<file path="src/hw/rtl/lps_pkg.sv">
// lps_pkg: command codes, register indexes and fixed widths for the line stepper.
// No dependencies; imported by the step logic and the top level.
`timescale 1ns / 1ps
`default_nettype none

package lps_pkg;

    // command carried in s_tuser
    localparam logic CMD_START   = 1'b0;
    localparam logic CMD_ADVANCE = 1'b1;

    // configuration register indexes
    localparam logic CFG_SCREEN_WIDTH  = 1'b0;
    localparam logic CFG_SCREEN_HEIGHT = 1'b1;

    localparam int SCREEN_BITS = 12;
    localparam int COLOR_BITS  = 32;

    localparam logic [SCREEN_BITS-1:0] SCREEN_WIDTH_RESET  = 12'd640;
    localparam logic [SCREEN_BITS-1:0] SCREEN_HEIGHT_RESET = 12'd480;

endpackage

`default_nettype wire

</file>
<file path="src/hw/rtl/line_pixel_stepper.sv">
// line_pixel_stepper: top level of the Bresenham line rasterizer.
// Uses lps_pkg, lps_step and lps_out_buf.
`timescale 1ns / 1ps
`default_nettype none

// Bresenham line stepper. A start request (s_tuser = 0) loads two endpoints and a color
// and yields the first pixel; each advance request (s_tuser = 1) yields the next pixel,
// and an advance with no line in progress yields nothing. The step logic updates the line
// state registers in the cycle a request is accepted, so a request can be taken on every
// clock while the output queue has room. Pixels leave through a two-entry output queue
// that registers them, and s_tready drops only when that queue is full. m_tlast
// marks the final pixel of the line; m_tuser flags pixels inside the screen size set
// through the write port (width and height reset to 640 and 480).
module line_pixel_stepper
    import lps_pkg::*;
#(
    parameter int COORD_BITS = 12
) (
    input  wire logic                   aclk,
    input  wire logic                   aresetn,
    // configuration writes
    input  wire logic                   cfg_wr_en,
    input  wire logic                   cfg_addr,
    input  wire logic [SCREEN_BITS-1:0] cfg_wdata,
    // requests
    input  wire logic                   s_tvalid,
    output logic                        s_tready,
    // x_start, y_start, x_end, y_end, line_color, zero pad
    input  wire logic [((4*COORD_BITS+COLOR_BITS+7)/8)*8-1:0] s_tdata,
    // cmd
    input  wire logic                   s_tuser,
    // pixels
    output logic                        m_tvalid,
    input  wire logic                   m_tready,
    // pixel_x, pixel_y, pixel_color, zero pad
    output logic [((2*COORD_BITS+COLOR_BITS+7)/8)*8-1:0]      m_tdata,
    // visible
    output logic                        m_tuser,
    output logic                        m_tlast
);

    localparam int IN_BITS   = 4 * COORD_BITS + COLOR_BITS;
    localparam int OUT_BITS  = 2 * COORD_BITS + COLOR_BITS;
    localparam int OUT_BYTES = (OUT_BITS + 7) / 8;
    localparam int ERR_BITS  = COORD_BITS + 4;
    localparam int BUF_BITS  = OUT_BITS + 2;

    logic [SCREEN_BITS-1:0]       screen_width_reg;
    logic [SCREEN_BITS-1:0]       screen_height_reg;

    logic signed [COORD_BITS-1:0] cur_x_reg,     cur_x_next;
    logic signed [COORD_BITS-1:0] cur_y_reg,     cur_y_next;
    logic signed [COORD_BITS-1:0] major_end_reg, major_end_next;
    logic signed [ERR_BITS-1:0]   err_term_reg,  err_term_next;
    logic [COORD_BITS-1:0]        abs_dx_reg,    abs_dx_next;
    logic [COORD_BITS-1:0]        abs_dy_reg,    abs_dy_next;
    logic                         x_major_reg,   x_major_next;
    logic                         minor_up_reg,  minor_up_next;
    logic                         active_reg,    active_next;
    logic [COLOR_BITS-1:0]        held_color_reg, held_color_next;

    logic signed [COORD_BITS-1:0] in_x_start;
    logic signed [COORD_BITS-1:0] in_y_start;
    logic signed [COORD_BITS-1:0] in_x_end;
    logic signed [COORD_BITS-1:0] in_y_end;
    logic [COLOR_BITS-1:0]        in_color;

    logic                         accept;
    logic                         res_valid;
    logic                         res_visible;
    logic                         res_last;
    logic                         buf_ready;
    logic [BUF_BITS-1:0]          buf_in;
    logic [BUF_BITS-1:0]          buf_out;

    assign in_x_start = s_tdata[COORD_BITS-1:0];
    assign in_y_start = s_tdata[2*COORD_BITS-1:COORD_BITS];
    assign in_x_end   = s_tdata[3*COORD_BITS-1:2*COORD_BITS];
    assign in_y_end   = s_tdata[4*COORD_BITS-1:3*COORD_BITS];
    assign in_color   = s_tdata[IN_BITS-1:4*COORD_BITS];

    assign s_tready = buf_ready;
    assign accept   = s_tvalid && s_tready;

    lps_step #(
        .COORD_BITS (COORD_BITS),
        .ERR_BITS   (ERR_BITS)
    ) u_step (
        .cmd            (s_tuser),
        .x_start        (in_x_start),
        .y_start        (in_y_start),
        .x_end          (in_x_end),
        .y_end          (in_y_end),
        .screen_width   (screen_width_reg),
        .screen_height  (screen_height_reg),
        .cur_x          (cur_x_reg),
        .cur_y          (cur_y_reg),
        .major_end      (major_end_reg),
        .err_term       (err_term_reg),
        .abs_dx         (abs_dx_reg),
        .abs_dy         (abs_dy_reg),
        .x_major        (x_major_reg),
        .minor_up       (minor_up_reg),
        .active         (active_reg),
        .cur_x_next     (cur_x_next),
        .cur_y_next     (cur_y_next),
        .major_end_next (major_end_next),
        .err_term_next  (err_term_next),
        .abs_dx_next    (abs_dx_next),
        .abs_dy_next    (abs_dy_next),
        .x_major_next   (x_major_next),
        .minor_up_next  (minor_up_next),
        .active_next    (active_next),
        .res_valid      (res_valid),
        .res_visible    (res_visible),
        .res_last       (res_last)
    );

    assign held_color_next = (s_tuser == CMD_START) ? in_color : held_color_reg;
    assign buf_in = {res_last, res_visible, held_color_next, cur_y_next, cur_x_next};

    always_ff @(posedge aclk) begin
        if (!aresetn) begin
            screen_width_reg  <= SCREEN_WIDTH_RESET;
            screen_height_reg <= SCREEN_HEIGHT_RESET;
            active_reg        <= 1'b0;
        end else begin
            if (cfg_wr_en) begin
                case (cfg_addr)
                    CFG_SCREEN_WIDTH:  screen_width_reg  <= cfg_wdata;
                    CFG_SCREEN_HEIGHT: screen_height_reg <= cfg_wdata;
                    default:           screen_width_reg  <= screen_width_reg;
                endcase
            end
            if (accept) begin
                active_reg <= active_next;
            end
        end
    end

    // line state payload, only meaningful while a line is active
    always_ff @(posedge aclk) begin
        if (accept) begin
            cur_x_reg      <= cur_x_next;
            cur_y_reg      <= cur_y_next;
            major_end_reg  <= major_end_next;
            err_term_reg   <= err_term_next;
            abs_dx_reg     <= abs_dx_next;
            abs_dy_reg     <= abs_dy_next;
            x_major_reg    <= x_major_next;
            minor_up_reg   <= minor_up_next;
            held_color_reg <= held_color_next;
        end
    end

    lps_out_buf #(
        .WIDTH (BUF_BITS)
    ) u_out_buf (
        .aclk      (aclk),
        .aresetn   (aresetn),
        .in_valid  (accept && res_valid),
        .in_ready  (buf_ready),
        .in_data   (buf_in),
        .out_valid (m_tvalid),
        .out_ready (m_tready),
        .out_data  (buf_out)
    );

    assign m_tdata = (OUT_BYTES*8)'(buf_out[OUT_BITS-1:0]);
    assign m_tuser = buf_out[OUT_BITS];
    assign m_tlast = buf_out[OUT_BITS+1];

    // a start always yields a pixel
    a_start_emits: assert property (@(posedge aclk) disable iff (!aresetn)
        accept && s_tuser == CMD_START |=> m_tvalid)
        else $error("start request produced no pixel");

    // an advance with no line in progress yields nothing
    a_idle_advance_silent: assert property (@(posedge aclk) disable iff (!aresetn)
        accept && s_tuser == CMD_ADVANCE && !active_reg && !m_tvalid |=> !m_tvalid)
        else $error("pixel produced with no active line");

    // the final pixel ends the line
    a_last_ends_line: assert property (@(posedge aclk) disable iff (!aresetn)
        accept && res_valid && res_last |=> !active_reg)
        else $error("line still active after its last pixel");

    // an active line has not reached its end on the major axis
    a_major_before_end: assert property (@(posedge aclk) disable iff (!aresetn)
        active_reg |-> (x_major_reg ? (cur_x_reg < major_end_reg)
                                    : (cur_y_reg < major_end_reg)))
        else $error("active line beyond its end point");

endmodule

`default_nettype wire

</file>
<file path="src/hw/rtl/lps_step.sv">
// lps_step: one Bresenham step (start or advance) as combinational logic.
// Depends on lps_pkg for command codes and screen register width.
`timescale 1ns / 1ps
`default_nettype none

module lps_step
    import lps_pkg::*;
#(
    parameter int COORD_BITS = 12,
    parameter int ERR_BITS   = COORD_BITS + 4
) (
    input  wire logic                         cmd,
    input  wire logic signed [COORD_BITS-1:0] x_start,
    input  wire logic signed [COORD_BITS-1:0] y_start,
    input  wire logic signed [COORD_BITS-1:0] x_end,
    input  wire logic signed [COORD_BITS-1:0] y_end,
    input  wire logic [SCREEN_BITS-1:0]       screen_width,
    input  wire logic [SCREEN_BITS-1:0]       screen_height,
    // current line state
    input  wire logic signed [COORD_BITS-1:0] cur_x,
    input  wire logic signed [COORD_BITS-1:0] cur_y,
    input  wire logic signed [COORD_BITS-1:0] major_end,
    input  wire logic signed [ERR_BITS-1:0]   err_term,
    input  wire logic [COORD_BITS-1:0]        abs_dx,
    input  wire logic [COORD_BITS-1:0]        abs_dy,
    input  wire logic                         x_major,
    input  wire logic                         minor_up,
    input  wire logic                         active,
    // next line state
    output logic signed [COORD_BITS-1:0]      cur_x_next,
    output logic signed [COORD_BITS-1:0]      cur_y_next,
    output logic signed [COORD_BITS-1:0]      major_end_next,
    output logic signed [ERR_BITS-1:0]        err_term_next,
    output logic [COORD_BITS-1:0]             abs_dx_next,
    output logic [COORD_BITS-1:0]             abs_dy_next,
    output logic                              x_major_next,
    output logic                              minor_up_next,
    output logic                              active_next,
    // pixel produced by this request
    output logic                              res_valid,
    output logic                              res_visible,
    output logic                              res_last
);

    localparam int CMP_BITS = (COORD_BITS > SCREEN_BITS) ? COORD_BITS : SCREEN_BITS;

    logic signed [COORD_BITS:0]     dx;
    logic signed [COORD_BITS:0]     dy;
    logic signed [COORD_BITS:0]     neg_dx;
    logic signed [COORD_BITS:0]     neg_dy;
    logic [COORD_BITS-1:0]          adx;
    logic [COORD_BITS-1:0]          ady;
    logic signed [ERR_BITS-1:0]     e_adx;
    logic signed [ERR_BITS-1:0]     e_ady;
    logic signed [ERR_BITS-1:0]     s_adx;
    logic signed [ERR_BITS-1:0]     s_ady;
    logic [COORD_BITS-1:0]          minor_delta;
    logic signed [COORD_BITS-1:0]   major_pos;
    logic                           fin;
    logic                           x_vis;
    logic                           y_vis;

    always_comb begin
        dx     = (COORD_BITS+1)'(x_end) - (COORD_BITS+1)'(x_start);
        dy     = (COORD_BITS+1)'(y_end) - (COORD_BITS+1)'(y_start);
        neg_dx = -dx;
        neg_dy = -dy;
        adx    = dx[COORD_BITS] ? neg_dx[COORD_BITS-1:0] : dx[COORD_BITS-1:0];
        ady    = dy[COORD_BITS] ? neg_dy[COORD_BITS-1:0] : dy[COORD_BITS-1:0];
        e_adx  = $signed(ERR_BITS'(adx));
        e_ady  = $signed(ERR_BITS'(ady));
        s_adx  = $signed(ERR_BITS'(abs_dx));
        s_ady  = $signed(ERR_BITS'(abs_dy));
        minor_delta = minor_up ? COORD_BITS'(1) : '1;

        cur_x_next     = cur_x;
        cur_y_next     = cur_y;
        major_end_next = major_end;
        err_term_next  = err_term;
        abs_dx_next    = abs_dx;
        abs_dy_next    = abs_dy;
        x_major_next   = x_major;
        minor_up_next  = minor_up;
        res_valid      = 1'b0;

        case (cmd)
            CMD_START: begin
                res_valid     = 1'b1;
                abs_dx_next   = adx;
                abs_dy_next   = ady;
                minor_up_next = (dx[COORD_BITS] && dy[COORD_BITS]) ||
                                (dx > 0 && dy > 0);
                x_major_next  = ady <= adx;
                if (ady <= adx) begin
                    err_term_next = (e_ady <<< 1) - e_adx;
                    if (!dx[COORD_BITS]) begin
                        cur_x_next     = x_start;
                        cur_y_next     = y_start;
                        major_end_next = x_end;
                    end else begin
                        cur_x_next     = x_end;
                        cur_y_next     = y_end;
                        major_end_next = x_start;
                    end
                end else begin
                    err_term_next = (e_adx <<< 1) - e_ady;
                    if (!dy[COORD_BITS]) begin
                        cur_x_next     = x_start;
                        cur_y_next     = y_start;
                        major_end_next = y_end;
                    end else begin
                        cur_x_next     = x_end;
                        cur_y_next     = y_end;
                        major_end_next = y_start;
                    end
                end
            end
            CMD_ADVANCE: begin
                res_valid = active;
                if (active) begin
                    if (x_major) begin
                        cur_x_next = cur_x + COORD_BITS'(1);
                        if (err_term < 0) begin
                            err_term_next = err_term + (s_ady <<< 1);
                        end else begin
                            cur_y_next    = cur_y + minor_delta;
                            err_term_next = err_term + ((s_ady - s_adx) <<< 1);
                        end
                    end else begin
                        cur_y_next = cur_y + COORD_BITS'(1);
                        if (err_term <= 0) begin
                            err_term_next = err_term + (s_adx <<< 1);
                        end else begin
                            cur_x_next    = cur_x + minor_delta;
                            err_term_next = err_term + ((s_adx - s_ady) <<< 1);
                        end
                    end
                end
            end
            default: begin
                res_valid = 1'b0;
            end
        endcase

        // emitted pixel comes from the updated position
        major_pos = x_major_next ? cur_x_next : cur_y_next;
        fin       = major_pos >= major_end_next;
        x_vis     = !cur_x_next[COORD_BITS-1] &&
                    (CMP_BITS'($unsigned(cur_x_next)) < CMP_BITS'(screen_width));
        y_vis     = !cur_y_next[COORD_BITS-1] &&
                    (CMP_BITS'($unsigned(cur_y_next)) < CMP_BITS'(screen_height));
        res_visible = x_vis && y_vis;
        res_last    = fin;
        active_next = res_valid ? !fin : active;
    end

endmodule

`default_nettype wire

</file>
<file path="src/hw/rtl/lps_out_buf.sv">
// lps_out_buf: two-entry output queue that decouples the pixel stream from the step logic.
// No package dependency.
`timescale 1ns / 1ps
`default_nettype none

module lps_out_buf #(
    parameter int WIDTH = 58
) (
    input  wire logic             aclk,
    input  wire logic             aresetn,
    input  wire logic             in_valid,
    output logic                  in_ready,
    input  wire logic [WIDTH-1:0] in_data,
    output logic                  out_valid,
    input  wire logic             out_ready,
    output logic [WIDTH-1:0]      out_data
);

    logic [WIDTH-1:0] entry_reg [2];
    logic             wr_ptr_reg;
    logic             rd_ptr_reg;
    logic [1:0]       count_reg;
    logic             push;
    logic             pop;

    assign in_ready  = count_reg != 2'd2;
    assign out_valid = count_reg != 2'd0;
    assign out_data  = entry_reg[rd_ptr_reg];
    assign push      = in_valid && in_ready;
    assign pop       = out_valid && out_ready;

    always_ff @(posedge aclk) begin
        if (push) begin
            entry_reg[wr_ptr_reg] <= in_data;
        end
    end

    always_ff @(posedge aclk) begin
        if (!aresetn) begin
            wr_ptr_reg <= 1'b0;
            rd_ptr_reg <= 1'b0;
            count_reg  <= 2'd0;
        end else begin
            if (push) begin
                wr_ptr_reg <= !wr_ptr_reg;
            end
            if (pop) begin
                rd_ptr_reg <= !rd_ptr_reg;
            end
            case ({push, pop})
                2'b10:   count_reg <= count_reg + 2'd1;
                2'b01:   count_reg <= count_reg - 2'd1;
                default: count_reg <= count_reg;
            endcase
        end
    end

endmodule

`default_nettype wire

</file>
<file path="config.mk">
export PLATFORM = sky130hd
export DESIGN_NAME = line_pixel_stepper
export DESIGN_NICKNAME = d
export VERILOG_FILES = /design/src/hw/rtl/lps_pkg.sv /design/src/hw/rtl/line_pixel_stepper.sv /design/src/hw/rtl/lps_step.sv /design/src/hw/rtl/lps_out_buf.sv
export SDC_FILE = /design/constraint.sdc
export NUM_CORES = 1
export LEC_CHECK = 0
export BUFFER_PORTS_ARGS = -buffer_cell sky130_fd_sc_hd__buf_4
export CELL_PAD_IN_SITES_DETAIL_PLACEMENT = 0
export CELL_PAD_IN_SITES_GLOBAL_PLACEMENT = 1
export CORE_ASPECT_RATIO = 0.9
export CORE_UTILIZATION = 48
export CTS_CLUSTER_SIZE = 14
export DETAILED_ROUTE_END_ITERATION = 7
export GPL_TIMING_DRIVEN = 0
export PLACE_DENSITY = 0.86
export SKIP_CTS_REPAIR_TIMING = 1
export SYNTH_ARGS = -nofsm -noshare
export SYNTH_HDL_FRONTEND = slang
export SYNTH_SLANG_ARGS = --single-unit
</file>
<file path="constraint.sdc">
create_clock -name aclk -period 10.42 [get_ports aclk]
set_input_delay 1.563 -clock aclk [delete_from_list [all_inputs] [get_ports aclk]]
set_output_delay 1.563 -clock aclk [all_outputs]
set_load 0.02 [all_outputs]
</file>
== Yosys cells after proc, flatten, opt, wreduce, memory -nomap -nowiden ==
Memory sizes are Yosys's and may differ from the RTL's. A register that Yosys moved wholly into a read port is not among the register bits.
Index checks and enable logic that the tools add are counted.
Word-level totals
  RAM bits: 116
  memories kept: 1
  input bits: 99
  register bits: 139
  output and inout port bits: 60
  word-level logic and storage cells: 106
Memory list
  u_out_buf.entry_reg: depth 2, bits a word 58, read ports 1, clocked after memory_dff 1, write ports 1, line lps_out_buf.sv:19  | logic [WIDTH-1:0] entry_reg [2];
Cells by class
  order comparisons: 8
  mux-type cells: 36
  bitwise operators: 2
  add/subtract/negate cells: 18
  eq/ne operators: 4
  reductions and logical operators: 22
Operators with widths (number)
  $mux 12: 20
  $mux 16: 5
  $add 16x14->16: 4
  $sub 12x12->13: 4
  $pmux 12 s2: 2
  $mux 32: 1
  $pmux 16 s2: 1
  $sub 13x12->14: 2
  $gt 13x1->1 const B: 2
  $add 12x12->12: 2
  $add 12x2->12 const B: 2
  $lt 12x12->1: 2
  $neg 12->12: 2
  $le 16x1->1 const B: 1
  $lt 16x1->1 const B: 1
  $ge 12x12->1: 1
  $le 12x12->1: 1
  $reduce_and 2->1: 5
  $logic_and 1x1->1: 9
  $logic_not 1->1: 5
  $mux 1: 5
  $pmux 2 s2: 1
  $reduce_bool 2->1: 2
  $add 2x1->2 const B: 1
  other kinds (8): 9

== Longest topological paths before layout ==
  word-level depth: 9
  depth in mapped cells: 42
  gate-level depth less buffers: 38

== Hierarchy ==
Synthesis repeated with hierarchy kept, for this count alone.
Unflattened totals
  cells, all modules: 1950
  area, all modules: 18854.3 um2
By module, submodules not included
  lps_step: instances 1, area an instance 9748.1 um2, cells each 1496, seq. area each 0.0 um2
  line_pixel_stepper: instances 1, area an instance 4699.5 um2, cells each 250, seq. area each 3803.6 um2
  lps_out_buf: instances 1, area an instance 4406.7 um2, cells each 204, seq. area each 3583.4 um2

== Least setup slack after synthesis ==
No wires, ideal clock.
  kind: in2reg
  from: input port s_tdata[24]
  to: memory u_out_buf.entry_reg[0][57], data pin
  path buffers: 4
  data required time: 10.145 ns
  data arrival time: 8.985 ns
  setup time: 0.275 ns
  stages on the path: 41
  setup slack: 1.160 ns
  cells stage by stage: inv_1 -> ha_1 -> fa_1 -> nand2b_1 -> a21oi_1 -> o31ai_1 -> a31oi_1 -> clkbuf_1 -> clkbuf_1 -> clkbuf_1 -> nor2_1 -> a21oi_1 -> inv_1 -> ha_1 -> nor2b_1 -> o21a_1 -> o21a_1 -> o21ai_0 -> [5 not listed] -> a21o_4 -> buf_6 -> mux2i_1 -> mux2i_1 -> o21ai_1 -> ha_1 -> nand2b_1 -> a21o_1 -> a21o_1 -> a21o_1 -> a21o_1 -> a21o_1 -> a21o_1 -> a21o_1 -> a21oi_1 -> nor2b_1 -> o21ai_0 -> a31oi_1
Between the ends
  word-level cells in the longest chain between the ends: 8
  elaborated cells between the ends (all ways): 17
  those cells by class: 2 x add/sub; 2 x order compare; 13 x mux
Ends and longest elaborated chain
  start, declared: line line_pixel_stepper.sv:29  | input wire logic [((4*COORD_BITS+COLOR_BITS+7)/8)*8-1:0] s_tdata,
  $sub 12x12->13 (*): line lps_step.sv:64  | dx = (COORD_BITS+1)'(x_end) - (COORD_BITS+1)'(x_start);
  $neg 12->12: line lps_step.sv:66  | neg_dx = -dx;
  $mux 12 (*): line lps_step.sv:68  | adx = dx[COORD_BITS] ? neg_dx[COORD_BITS-1:0] : dx[COORD_BITS-1:0];
  named net u_step.adx[1]: line lps_step.sv:51  | logic [COORD_BITS-1:0] adx;
  $le 12x12->1 (*): line lps_step.sv:94  | if (ady <= adx) begin
  $mux 12 (*): line lps_step.sv:94
  $pmux 12 s2 (*): line lps_step.sv:86  | case (cmd)
  named net cur_x_next[0]: line line_pixel_stepper.sv:51  | logic signed [COORD_BITS-1:0] cur_x_reg, cur_x_next;
  $mux 12 (*): line lps_step.sv:146  | major_pos = x_major_next ? cur_x_next : cur_y_next;
  $ge 12x12->1 (*): line lps_step.sv:147  | fin = major_pos >= major_end_next;
  named net res_last: line line_pixel_stepper.sv:71  | logic res_last;
  end, declared: line lps_out_buf.sv:19
Mark *: on every way through the listed nets, which the timed path passes. The rest lies on a longest branch.

== Worst setup path after layout ==
  from: input port s_tdata[0]
  to: memory u_out_buf.entry_reg[0][56], data pin
Between the ends
  word-level cells in the longest chain between the ends: 9
  elaborated cells between the ends (all ways): 18
  those cells by class: 2 x add/sub; 3 x order compare; 8 x mux; 5 x reduce/logical
Ends and longest elaborated chain
  $sub 12x12->13 (*): line lps_step.sv:64
  $neg 12->12: line lps_step.sv:66
  $mux 12 (*): line lps_step.sv:68
  named net u_step.adx[1]: line lps_step.sv:51
  $le 12x12->1 (*): line lps_step.sv:94
  $mux 12 (*): line lps_step.sv:94
  $pmux 12 s2 (*): line lps_step.sv:86
  named net cur_x_next[2]: line line_pixel_stepper.sv:51
  $lt 12x12->1 (*): line lps_step.sv:149  | (CMP_BITS'($unsigned(cur_x_next)) < CMP_BITS'(screen_width));
  $logic_and 1x1->1 (*): line lps_step.sv:148  | x_vis = !cur_x_next[COORD_BITS-1] &&
  $logic_and 1x1->1 (*): line lps_step.sv:152  | res_visible = x_vis && y_vis;
  named net res_visible: line line_pixel_stepper.sv:70  | logic res_visible;
Marked as above.

==> impl_metrics.ini <==
[finish]
post-route-util = 0.5609
largest_reg_flops = 116
area_delta_synth_final_pct = 15.02
final_area_mm2 = 0.02092
finalNetCount = 2298
drive_gt1_frac = 0.1629
n_antenna_cell = 0
fillers = 3276

[outcome]
status = finished clean

[synth]
synthCells = 1854
ys.flop_type = edfxtp_1
syn_nets = 2110
yosysWarnings = 0
synth.avg_cell_area_um2 = 9.811
synth_edf_count = 226
synth_top_area_share = 0.3731
netlist_area_mm2 = 0.01819
synth_cell_types = 85
synthArstFlopShare = 0
yosys_register_bits = 256
synth-seq-area-share = 0.4061
ys_top_cells_by_area = edfxtp_1, ha_1, mux2_2
synth_common_cells = edfxtp_1, inv_1, nand2_1
yosysMostFrequentCell = edfxtp_1
synth_top_area_cell = edfxtp_1

[pwr]
swShare = 0.4258
p_leak_uw = 0.008472
pwr-share-comb = 0.555
ir_worst_vdd_mv = 0.1224
internal-power_uw = 3149
p_switching_uw = 2335
pwr-share-seq = 0.278
powerDensity_mw_per_mm2 = 262.1
clock_power_share = 0.167

[setup_path]
crit_required_ns = 10.74
cp_slowest_cell = a31oi_1
slowest_delay_ns = 0.72
endpoint_kind = flip-flop
crit_type = primary input to flip-flop
critPathMostFrequentCell = o21ai_0
startpoint_type = primary input
arrival_ns = 10.37
path_max_fanout = 10

[timing]
skew_ns = 0.02741
timing.final.crit_period_ns = 10.05
timing.final.crit_share = 0.9640
worst_pin_slew_ns = 1.114
max_freq_mhz = 99.55
hold_viol_final = 0
report.final.slew_viol_count = 0
relSlewSlack = 0.2526
finalSetupViolations = 0

[clock_tree]
htree_levels = 1
clk_pin_slew_worst_paths_ns = 0.06
cts_buffers = 27
worstSkewPairLatency_ns = 0.56
root_buffer = clkbuf_16
clk_path_buf_depth = 3
cts_tree = yes
cts.sinks = 256

[floorplan]
die_area_mm2 = 0.03868
start_util = 0.4876
coreArea_mm2 = 0.03730
die_w_um = 207.2
die_y_um = 186.7
ios = 159
core.rowCount = 67

[grt]
grt_pass1_vias = 14160
antenna_found_initial = 1
grt_remaining_overflow = 0
grt.total_usage = 0.2669
grt_max_degree = 59
grt_pass1_wl_mm = 80.71

[drt]
wirelength_mm = 52.95
drt_iter0_drc = 1348
route.antenna.remaining_nets = 0
vias = 14730
dr.pass1.iters = 5
post-route-drc-count = 0
drt-vias-per-instance = 5.786
wl_per_cell_um = 20.80

[place]
port-buffer-count = 157
placed_area_mm2 = 0.02003
hpwlAfterDp_mm = 41.36
routabilityCongestion = 0.9549

[flow_run]
cap_violations = 0

[min_path]
worstHoldPathType = flip-flop to flip-flop
[kinds of logic (layout without fill, tap and decap cells)]
logic type | after synthesis | in the layout | synth area share
muxes | 136 | 136 | 0.08199
adders and majority gates | 166 | 166 | 0.1168
and+or+nand+nor | 436 | 436 | 0.1095
xor gates and xnor gates | 105 | 105 | 0.05159
AOI/OAI and AO/OA | 510 | 510 | 0.1828
DFF | 256 | 256 | 0.4061
buffers and inverters | 245 | 454 | 0.05118
[power by group through the flow]
stage          Sequential (uW)  Combinational (uW)  Clock (uW)
5_1_grt                   1540                3300         970
4_1_cts                   1520                2990         936
3_3_place_gp              1540                2890           0
6_report                  1520                3040         917
2_1_floorplan             1500                2140           0
3_5_place_dp              1540                2960           0
[final timing paths]
kind | from | depth (start not counted) | endpoint | slack [ns]
setup / recovery | s_tdata[0] | 38 | u_out_buf.entry_reg[0][56] | 0.37
hold / removal | screen_height_reg[4] | 2 | screen_height_reg[4] | 0.46
setup reg to reg | minor_up_reg | 24 | u_out_buf.entry_reg[0][56] | 3.67
hold reg to reg | screen_height_reg[4] | 2 | screen_height_reg[4] | 0.46
[area by class of cell]
class	count	area [um2]	share of cell area
multi-input combinational	1353	9921	0.4742
sequential	256	7387	0.3531
timing repair buffer	159	1219	0.05825
clock buffer	35	715.7	0.03421
inverter	172	645.6	0.03086
tap	483	604.3	0.02888
buffer	73	297.8	0.01423
clock inverter	15	132.6	0.006339
[per-layer routing]
metal / GRT usage / up-vias / part of all wire
met5: 0 / - / 0
met4: 0.07434 / 0 / 0.025
met3: 0.03989 / 82 / 0.073
met2: 0.4216 / 537 / 0.45
met1: 0.3806 / 7017 / 0.45
li1: - / 7096 / -
[critical path: cells and delay by family]
kind / cells / cell delay (ns)
AOI/OAI and AO/OA: 20 / 4.17
and+or+nand+nor: 5 / 0.86
buffers and inverters: 7 / 1.69
adders and majority gates: 6 / 2.02
[per-stage QoR]
stage                     setup slack (ns)  setup TNS (ns)  cells  hold slack [ns]  power [uW]
final                               0.3749               0   2546           0.4630        5484
after floorplan                      1.160               0   1854           0.4400        3641
after detailed placement            -1.341          -6.513   2496           0.4609        4497
after global placement              -1.135          -5.222   2494           0.4536        4428
after CTS                          -0.7907          -3.761   2546           0.4693        5442
after global routing             -0.001363       -0.002633   2546           0.4858        5818
[placed cells by master, fill, tap and decap left out, types with 27 or more instances in the layout]
cell type,count
edfxtp_1,226
inv_1,169
nand2_1,162
buf_4,157
ha_1,148
a21oi_1,138
nor2_1,126
o21ai_0,113
mux2_2,93
xnor2_1,78
clkbuf_1,67
mux2i_1,39
a21o_1,39
a21boi_0,36
dfxtp_1,30
clkbuf_16,27
Power figures use the tool's default switching activity.
